File: src/hdl/qll_mem.sv
// Single-port-write, single-port-read synchronous RAM with a registered read.
// No dependencies; holds the weight store and the activation/bias store.
module qll_mem #(
	parameter int DEPTH = 256,
	parameter int WIDTH = 8,
	localparam int AW = (DEPTH > 1) ? $clog2(DEPTH) : 1
) (
	input  logic             clk,
	input  logic             we,
	input  logic [AW-1:0]    waddr,
	input  logic [WIDTH-1:0] wdata,
	input  logic [AW-1:0]    raddr,
	output logic [WIDTH-1:0] rdata
);

	logic [WIDTH-1:0] mem_q [DEPTH];

	always_ff @(posedge clk) begin
		if (we) begin
			mem_q[waddr] <= wdata;
		end
	end

	always_ff @(posedge clk) begin
		rdata <= mem_q[raddr];
	end

endmodule

File: config.mk
export PLATFORM = sky130hd
export DESIGN_NAME = qll_mem
export DESIGN_NICKNAME = d
export VERILOG_FILES = /design/src/hdl/qll_mem.sv
export SDC_FILE = /design/constraint.sdc
export NUM_CORES = 2
export LEC_CHECK = 0
export BUFFER_PORTS_ARGS = -buffer_cell sky130_fd_sc_hd__buf_2
export CORE_MARGIN = 4
export CORE_UTILIZATION = 50
export DETAILED_ROUTE_END_ITERATION = 10
export GPL_TIMING_DRIVEN = 0
export HOLD_SLACK_MARGIN = 0.06
export PLACE_DENSITY = 0.65
export REMOVE_ABC_BUFFERS = 1
export SKIP_CTS_REPAIR_TIMING = 1
export SLEW_MARGIN = 30
export SYNTH_ARGS = -nofsm -noshare
export SYNTH_HDL_FRONTEND = slang
export SYNTH_SLANG_ARGS = --single-unit
export TNS_END_PERCENT = 10
File: constraint.sdc
create_clock -name clk -period 3.3 [get_ports clk]
set_input_delay 0.825 -clock clk [delete_from_list [all_inputs] [get_ports clk]]
set_output_delay 0.825 -clock clk [all_outputs]
set_load 0.01 [all_outputs]
==> results.toml <==
[outcome]
status = "complete, but fails checks"
violations = "negative setup slack"

[yosys]
synth_area_per_cell_um2 = 21.3
synth_top_family_by_area = "multiplexers"
ys_warn_count = 0
synth_enable_flop_cells = 2048
mappedNetlistArea_um2 = 79600
synth-xor-area-share_pct = 0
synth_flop_cell = "edfxtp_1"
synthMuxAreaShare_pct = 14.6
async_flop_share_pct = 0
yosysTopAreaCell = "edfxtp_1"
synth-simple-area-share_pct = 2.63
ys_seq_area_share_pct = 77.5
synth_area_leaders = "edfxtp_1, mux4_2, mux2i_1"
ys_ff_latch = 2056
synth_compound_area_share_pct = 3.42
ys_types = 55
synth-adder-area-share_pct = 0
synth_top_area_share_pct = 77.3
netlist_instances = 3733

[cells_and_area]
fill_cells = 11500
final_nets = 3843
drive_above_1_share_pct = 23.2
flow.area_growth_from_synthesis_pct = 12.4
final_cells = 6052

[setup_path]
r2r-start = "mem_q[50][6]$_DFFE_PP_"
startpoint_type = "input port"
crit_slowest_cell = "or2b_2"
rr_endpoint = "rdata[6]$_DFF_P_"
startpoint = "raddr[2]"
ff2ff_path_depth = 6
endpoint_kind = "flop"
reg2reg_slack_ps = 620
worstPathRequired_ps = 3960
critical_path_buf_inv_count = 2
crit_chain = "buf_6 > buf_16 > or2b_2 > o221ai_1 > a21oi_1 > o32ai_1 > nor3_2 > nor4_2"
crit_type = "in2reg"
crit_arrival_ps = 4050
cp_max_fo = 45
max_stage_delay_ps = 640
path_delay_family = "simple AND/OR/NAND/NOR gates"

[grt]
gr-total-overflow = 0
grt_pass1_wl_um = 272000
grt_max_degree = 113
antenna_found_initial = 12
grt_pass1_vias = 38200
grt.total_usage_pct = 23.0

[placed_design]
dp.cells = 5671
pre_cts_ws_ps = -1990
place_congestion = 0.798
dp_hpwl_um = 115000
place.port_buffers = 33

[drt]
drt_iter0_drc = 4858
vias_per_cell = 6.34
drc = 0
num_vias = 38400
wl_per_cell_um = 32.1
ant_nets = 0
wl_um = 194000
drtPass1Iterations = 6

[cts]
cts_tree = "done"
root_buffer = "clkbuf_16"
clk_pin_slew_ps = 60
clk_path_buf_depth = 3
numCtsBuffers = 197
htreeDepth = 4
clk_latency_ps = 830
clock-sinks = 2056

[worst_hold_path]
min_path_type = "in2reg"
min_path_cells = 1
hold_start = "wdata[7]"
holdPathEnd = "mem_q[84][7]$_DFFE_PP_"

[sta]
max_slew_margin_pct = 33.0
fin_crit_sh_pct = 103
timing.final.ws_setup_ps = -90.8
tns_ps = -399
skew_ps = 24.8
setup_viol = 10
rsz0062_at_grt = "true"
slew_viol_final = 0
final-hold-violation-count = 0
period_needed_ps = 3390
worst_slew_pin_slew_ps = 1000
fmax_ghz = 0.295

[die]
io_pins = 34
placementRows = 146
die_area_um2 = 166000
die_x_um = 407
core-area_um2 = 158000
start_util_pct = 50.3
die_h_um = 407

[pwr]
powerDensity_nw_per_um2 = 594
power.leakage_nw = 27.4
ir_worst_vdd_uv = 456
totalPowerFinal_mw = 53.1

[job]
drv_cap = 0
sequential cells by signal (all words and copies together), names as in the netlist:
register and count:
mem_q 2048, rdata 8
cell usage after synthesis, drive strengths merged, types with 10 or more instances:
cell and count:
buf 122, o21ai 12, nand2 33, edfxtp 2048
nand3 34, o221ai 47, mux2i 134, nor2 282
mux4 456, a22oi 133, a211oi 16, nand4 10
a21oi 96, nor4 27, o211ai 10, o22ai 28
clkbuf 111, a221oi 14, nor3 22, nor2b 31
layout make-up:
class	instances	area, µm²	share of cell area (%)
Tap cell	2072	2590	2.90
Multi-Input combinational cell	1442	16900	18.9
Timing Repair Buffer	118	2180	2.43
Clock buffer	259	5300	5.92
Clock inverter	99	766	0.856
Antenna cell	4	10.0	0.0112
Sequential cell	2056	61700	68.9
Inverter	2	8.76	0.00979
worst max path at each step:
stage / cells past startpoint / endpoint
floorplan: 6 / rdata[6]$_DFF_P_
global placement: 7 / rdata[1]$_DFF_P_
detailed placement: 10 / rdata[3]$_DFF_P_
CTS: 10 / rdata[3]$_DFF_P_
global route: 10 / rdata[7]$_DFF_P_
finish: 8 / rdata[3]$_DFF_P_
metal layers:
metal,vias to the layer above,GRT usage (%),share of wire [%]
met5,-,0,0.0082
met4,2,6.88,2.7
met3,297,4.04,8.3
met2,1802,36.8,49
met1,20400,32.9,40
li1,15900,-,-
worst register-to-register path, stage by stage (launching register included):
cell and delay (ps):
edfxtp_1 400, mux4_2 500, a22o_1 260, nor3_1 440, a21oi_1 160, a22oi_1 560, nor4_2 220
kinds of logic after synthesis:
logic type             after synthesis
flip-flops                        2056
multiplexers                       591
AND/OR/NAND/NOR                    466
AO/OA/AOI/OAI                      385
buffers and inverters              235
metrics by stage:
stage	instance area [µm²]	hold WS [ps]	utilization (%)
global route	89400	355	56.5
floorplan	78100	763	-
finish	89500	382	56.5
detailed placement	82700	1090	52.3
CTS	88700	326	56.1
global placement	80900	1090	51.1
layout by cell type, fill, tap and decap left out, types with 6 or more instances in the layout:
cell type / count
o22ai_1: 28
nor4_4: 10
a22oi_1: 133
a221oi_2: 6
a21oi_1: 96
clkbuf_16: 218
a211oi_1: 14
nor2b_1: 26
mux4_2: 454
nor3_2: 6
nand3_1: 25
nor2_1: 263
buf_2: 21
nor4_2: 8
o221ai_1: 46
edfxtp_1: 2048
nand2_1: 31
nand3_4: 8
o211ai_1: 10
nand4_1: 10
buf_16: 45
clkinv_1: 37
mux2i_1: 134
dfxtp_1: 8
nor2_2: 16
a221oi_1: 7
clkbuf_1: 54
nand2b_1: 8
buf_6: 13
o21ai_0: 10
nor4_1: 9
nor3_1: 16
clkinv_2: 40
buf_8: 10
buf_4: 10
bufinv_16: 9
a22o_1: 8
power breakdown:
group	switching, mW	leakage (nW)	internal, mW
logic	1.78	5.96	0.999
registers	0.0335	18.5	28.8
clock network	9.52	2.97	12.0
total	11.3	27.4	41.8
(Power assumes the default switching activity.)
