`src/hdl/qll_pkg.sv`:
```
// Shared types and constants for the quantized linear layer.
// No dependencies; imported by every module of the block but qll_mem.
package qll_pkg;

	localparam int DEF_MAX_IN  = 256;
	localparam int DEF_MAX_OUT = 64;

	localparam int DEF_IN_LEN  = 256;
	localparam int DEF_OUT_LEN = 64;
	localparam logic [31:0] DEF_MULT = 32'h0100_0000;   // 1.0 in Q8.24

	localparam int ZERO_POINT = 128;
	localparam int SAT_HI     = 127;
	localparam int SAT_LO     = -128;
	localparam int FRAC_BITS  = 24;
	localparam int RND_HALF   = 1 << (FRAC_BITS - 1);

	localparam int PADDR_W = 5;

	typedef enum logic [1:0] {
		FUNC_WEIGHT = 2'd0,
		FUNC_BIAS   = 2'd1,
		FUNC_ACT    = 2'd2
	} func_t;

	typedef enum logic [2:0] {
		REG_IN_LEN       = 3'd0,
		REG_OUT_LEN      = 3'd1,
		REG_ACC_MULT     = 3'd2,
		REG_BIAS_MULT    = 3'd3,
		REG_OUT_UNSIGNED = 3'd4
	} reg_idx_t;

	typedef enum logic [1:0] {
		OP_NONE,
		OP_BIAS,
		OP_MAC,
		OP_FIN
	} op_t;

	typedef enum logic [2:0] {
		ST_IDLE,
		ST_BIAS,
		ST_MAC,
		ST_FIN,
		ST_DRAIN
	} st_t;

	typedef struct packed {
		logic [8:0]  in_len;
		logic [6:0]  out_len;
		logic [31:0] acc_mult;
		logic [31:0] bias_mult;
		logic        out_unsigned;
	} cfg_t;

	typedef struct packed {
		op_t        op;
		logic [5:0] channel;
		logic       last;
	} issue_t;

	typedef struct packed {
		logic strobe;
		logic last;
	} dp_stat_t;

endpackage

```
`src/hdl/qll_ctrl.sv`:
```
// Sequencer: store writes, activation count, and the per-channel read schedule.
// Depends on qll_pkg.
module qll_ctrl #(
	parameter int MAX_IN  = qll_pkg::DEF_MAX_IN,
	parameter int MAX_OUT = qll_pkg::DEF_MAX_OUT,
	localparam int RW = (MAX_IN > 1) ? $clog2(MAX_IN) : 1,
	localparam int CW = (MAX_OUT > 1) ? $clog2(MAX_OUT) : 1,
	localparam int VW = $clog2(MAX_IN + MAX_OUT)
) (
	input  logic               clk,
	input  logic               arst_n,
	input  logic               start,
	input  logic [1:0]         func,
	input  logic [7:0]         row_index,
	input  logic [5:0]         col_index,
	input  qll_pkg::cfg_t      cfg,
	input  logic               count_clr,
	input  qll_pkg::dp_stat_t  stat,
	output logic               busy,
	output qll_pkg::issue_t    issue,
	output logic               w_we,
	output logic [RW+CW-1:0]   w_waddr,
	output logic [RW+CW-1:0]   w_raddr,
	output logic               v_we,
	output logic [VW-1:0]      v_waddr,
	output logic [VW-1:0]      v_raddr
);

	import qll_pkg::*;

	st_t        state_q, state_d;
	logic [8:0] count_q;
	logic [8:0] k_q;
	logic [6:0] n_q;
	logic       accept;
	logic       vec_done;
	logic       k_last;
	logic       n_last;
	logic       row_ok;
	logic       col_ok;

	assign accept   = start && (state_q == ST_IDLE);
	assign vec_done = (count_q == cfg.in_len - 9'd1);
	assign k_last   = (k_q == cfg.in_len - 9'd1);
	assign n_last   = (n_q == cfg.out_len - 7'd1);
	assign row_ok   = int'(row_index) < MAX_IN;
	assign col_ok   = int'(col_index) < MAX_OUT;

	always_comb begin
		state_d = state_q;
		unique case (state_q)
			ST_IDLE: begin
				if (accept && func == FUNC_ACT && vec_done) begin
					state_d = ST_BIAS;
				end
			end
			ST_BIAS:  state_d = ST_MAC;
			ST_MAC: begin
				if (k_last) begin
					state_d = ST_FIN;
				end
			end
			ST_FIN:   state_d = n_last ? ST_DRAIN : ST_BIAS;
			ST_DRAIN: begin
				if (stat.strobe && stat.last) begin
					state_d = ST_IDLE;
				end
			end
			default:  state_d = ST_IDLE;
		endcase
	end

	always_comb begin
		busy          = (state_q != ST_IDLE);
		issue.op      = OP_NONE;
		issue.channel = n_q[5:0];
		issue.last    = n_last;
		w_raddr       = {RW'(k_q), CW'(n_q)};
		v_raddr       = VW'(k_q);
		w_we          = 1'b0;
		w_waddr       = {RW'(row_index), CW'(col_index)};
		v_we          = 1'b0;
		v_waddr       = VW'(count_q);
		unique case (state_q)
			ST_BIAS: begin
				issue.op = OP_BIAS;
				v_raddr  = VW'(MAX_IN) + VW'(n_q);
			end
			ST_MAC:  issue.op = OP_MAC;
			ST_FIN:  issue.op = OP_FIN;
			default: issue.op = OP_NONE;
		endcase
		if (accept) begin
			unique case (func)
				FUNC_WEIGHT: w_we = row_ok && col_ok;
				FUNC_BIAS: begin
					v_we    = col_ok;
					v_waddr = VW'(MAX_IN) + VW'(col_index);
				end
				FUNC_ACT:    v_we = 1'b1;
				default:     v_we = 1'b0;
			endcase
		end
	end

	always_ff @(posedge clk or negedge arst_n) begin
		if (!arst_n) begin
			state_q <= ST_IDLE;
			count_q <= '0;
			k_q     <= '0;
			n_q     <= '0;
		end else begin
			state_q <= state_d;
			if (count_clr) begin
				count_q <= '0;
			end else if (accept && func == FUNC_ACT) begin
				count_q <= vec_done ? 9'd0 : count_q + 9'd1;
			end
			if (state_q == ST_BIAS) begin
				k_q <= '0;
			end else if (state_q == ST_MAC && !k_last) begin
				k_q <= k_q + 9'd1;
			end
			if (state_q == ST_IDLE) begin
				n_q <= '0;
			end else if (state_q == ST_FIN) begin
				n_q <= n_q + 7'd1;
			end
		end
	end

endmodule

```
`config.mk`:
```
export PLATFORM = sky130hd
export DESIGN_NAME = qll_ctrl
export DESIGN_NICKNAME = d
export VERILOG_FILES = /design/src/hdl/qll_pkg.sv /design/src/hdl/qll_ctrl.sv
export SDC_FILE = /design/constraint.sdc
export NUM_CORES = 1
export LEC_CHECK = 0
export ABC_AREA = 1
export BUFFER_PORTS_ARGS = -buffer_cell sky130_fd_sc_hd__buf_2
export CORE_MARGIN = 5
export CORE_UTILIZATION = 42
export CTS_CLUSTER_SIZE = 28
export DETAILED_ROUTE_END_ITERATION = 16
export HOLD_SLACK_MARGIN = 0.02
export PLACE_DENSITY = 0.87
export SETUP_SLACK_MARGIN = 0.05
export SYNTH_ARGS = -nofsm -noshare
export SYNTH_HDL_FRONTEND = slang
export SYNTH_SLANG_ARGS = --single-unit
```
`constraint.sdc`:
```
create_clock -name clk -period 4.13 [get_ports clk]
set_clock_uncertainty 0.2 [all_clocks]
set_input_delay 1.239 -clock clk [delete_from_list [all_inputs] [get_ports clk]]
set_output_delay 1.239 -clock clk [all_outputs]
set_load 0.02 [all_outputs]
```
==> results.sh <==
export IMPL_fill_cells=664
export IMPL_gp_congestion=0.874
export IMPL_synth_common_cells="106 x nand2_1, 55 x inv_1, 49 x nand3_1, 35 x buf_4, 34 x nor2_1"
export IMPL_tns_ns=0
export IMPL_crit_cells=10
export IMPL_synthXorXnorAreaFrac_pct=7.46
export IMPL_synth_area_leaders="dfrtp_1 26%, nand2_1 15%, buf_4 9.7%"
export IMPL_wire_per_inst_um=12.6
export IMPL_dp_hpwl_um=5560
export IMPL_holdPathEnd="k_q[8]"
export IMPL_antenna_cells=0
export IMPL_min_delay_start="k_q[8]"
export IMPL_areaGrowthSynthToFinish_pct=9.63
export IMPL_drt_iter0_markers=95
export IMPL_port_buffers=79
export IMPL_grt_pass1_wl_um=11600
export IMPL_hp_class="reg2reg"
export IMPL_path_class="in2out"
export IMPL_fp_dieArea_um2=8140
export IMPL_die_w_um=90.2
export IMPL_synthesis_area_um2=2700
export IMPL_layout_drive_gt1_share_pct=21.4
export IMPL_clock_path_buffers=2
export IMPL_startpoint_type="input pin"
export IMPL_yosys_cell_count_top_type="nand2_1"
export IMPL_clkLatencyLatePin_ns=0.28
export IMPL_synth_top_area_share_pct=25.9
export IMPL_root_buffer="clkbuf_8"
export IMPL_synth_adder_area_share_pct=3.71
export IMPL_synth_top_family_by_area="simple AND/OR/NAND/NOR gates"
export IMPL_finalHoldViolations=0
export IMPL_ant_nets=0
export IMPL_crit_path_end_kind="output pin"
export IMPL_ff2ff_setup_slack_ns=2.11
export IMPL_grt_pass1_vias=2688
export IMPL_worst_ep_arrival_time_ns=2.53
export IMPL_synth_area_mux_share_pct=0
export IMPL_yosysWarnings=0
export IMPL_hold_depth=2
export IMPL_synth_edf_count=0
export IMPL_rsz0062_at_grt="no"
export IMPL_critPathMaxFanout=3
export IMPL_clock_fmax_ghz=0.252
export IMPL_status="complete, no violations"
export IMPL_ff2ff_path_depth=10
export IMPL_path_cells="buf_2 > inv_1 > ha_1 > or2_2 > nand3_1 > nand4_1 > nor2_1 > nand2_1 > inv_1 > buf_2"
export IMPL_rows=29
export IMPL_ir_drop_v=0.000251
export IMPL_crit_required_ns=2.69
export IMPL_vias=2679
export IMPL_synth_ff_type="dfrtp_1"
export IMPL_clk_pin_slew_worst_paths_ns=0.10
export IMPL_drt_pre_antenna_iters=4
export IMPL_cts_tree="done"
export IMPL_ys_async_sr_fraction_pct=100
export IMPL_start_util_pct=42.8
export IMPL_postCtsHoldBufs=0
export IMPL_setup_viol=0
export IMPL_crit_buf_inv=4
export IMPL_period_needed_ns=3.97
export IMPL_core_area_um2=6310
export IMPL_cts_sinks=28
export IMPL_synth_seq_cells=28
export IMPL_grt_usage_pct=16.3
export IMPL_cpMaxStageDelayCell="or2_2"
export IMPL_synth_compound_area_share_pct=7.64
export IMPL_syn_num_nets=526
export IMPL_ys_seq_area_share_pct=25.9
export IMPL_worst_pin_slew_ns=0.648
export IMPL_crit_family="simple AND/OR/NAND/NOR gates"
export IMPL_grt_overflow=0
export IMPL_finalWirelength_um=6720
export IMPL_post_cts_buffers=0
export IMPL_final_max_slew_viol_count=0
export IMPL_p_leak_nw=1.68
export IMPL_cts_made_buffers=3
export IMPL_synth_avg_cell_area_um2=6.51
export IMPL_cap_violations=0
export IMPL_nNetsFinal=570
export IMPL_viasPerCell=5.01
export IMPL_fin_crit_sh_pct=96.0
export IMPL_power_density_nw_per_um2=389
export IMPL_grt_max_degree=29
export IMPL_post_cts_resized=0
export IMPL_synth_largest_area_cell="dfrtp_1"
export IMPL_p_total_mw=1.15
export IMPL_r2r_end="k_q[8]"
export IMPL_max_stage_delay_ns=0.31
export IMPL_max_slew_margin_rel_pct=56.8
export IMPL_route_detailed_drc=0
export IMPL_synthSimpleGateAreaFrac_pct=36.6
export IMPL_htree_levels=1
export IMPL_synth_distinct_cells=31
export IMPL_io_pins=161
export IMPL_syn_inst=415
export IMPL_antenna_found_initial=0
export IMPL_r2r_start="k_q[0]"
export IMPL_dieHeight_um=90.2
[sequential cells by signal (all words and copies together) (netlist names)]
signal,count
k_q,9
count_q,9
state_q,3
n_q,7
[final cells by class]
| class | count | area [um2] | area share (%) |
|---|---|---|---|
| Inverter | 56 | 210 | 7.10 |
| Clock buffer | 4 | 55.1 | 1.86 |
| Timing Repair Buffer | 80 | 403 | 13.6 |
| Sequential cell | 28 | 701 | 23.7 |
| Multi-Input combinational cell | 290 | 1500 | 50.5 |
| Tap cell | 77 | 96.3 | 3.25 |
[power by group]
part | internal (mW) | total (mW) | switching, mW
registers | 0.311 | 0.369 | 0.0577
logic | 0.190 | 0.602 | 0.412
clock network | 0.0855 | 0.180 | 0.0946
[layout by cell type (no fill, tap or decap), drive strengths merged]
cell and count:
a21oi 1, a22oi 1, a31oi 1, buf 80
clkbuf 4, clkinv 1, dfrtp 28, ha 8
inv 55, nand2 108, nand3 51, nand3b 2
nand4 5, nor2 38, nor3 11, nor4 2
o21ai 24, o21bai 1, o22ai 9, or2 5
xnor2 4, xor2 19
[through the flow]
step           hold slack [ns]  util [%]  worst slack, ns  area [um2]  std cells
3_3_place_gp             0.325      46.0            0.182        2910        531
6_report                 0.372      46.9            0.164        2960        535
5_1_grt                  0.405      46.9           0.0585        2960        535
4_1_cts                  0.386      46.9            0.165        2960        535
3_5_place_dp             0.342      46.0            0.176        2910        531
2_1_floorplan            0.297         -            0.432        2700        415
[how the worst max path moves through the flow]
stage / start / end / slack (ns)
after floorplan: cfg[65] / issue[0] / 0.43
after global placement: cfg[65] / issue[0] / 0.18
after detailed placement: cfg[65] / issue[0] / 0.18
after CTS: cfg[65] / issue[0] / 0.17
after global routing: cfg[65] / issue[0] / 0.06
final: cfg[65] / issue[0] / 0.16
[cells by family after synthesis]
logic type                 Yosys count
and+or+nand+nor                    222
xor gates and xnor gates            23
buffers and inverters               97
AOI/OAI and AO/OA                   37
adders and majority gates            8
DFF                                 28
[worst register-to-register path, stage by stage, from the launching register on]
cell     delay [ns]
dfrtp_1        0.48
xor2_1         0.17
nand2_1        0.06
nor2_1         0.10
nand3_1        0.07
nor2_1         0.13
nand3_2        0.12
nand2_2        0.21
nand2_1        0.21
nand2_1        0.10
nand2_1        0.06
[layer usage]
layer	global-route usage, %	up-vias	wire (um)
met5	0	-	0
met4	5.83	0	131
met3	3.34	12	466
met2	28.5	92	3260
met1	19.6	1194	2870
li1	-	1381	-
No activity file was read; power rests on OpenSTA's default activity.
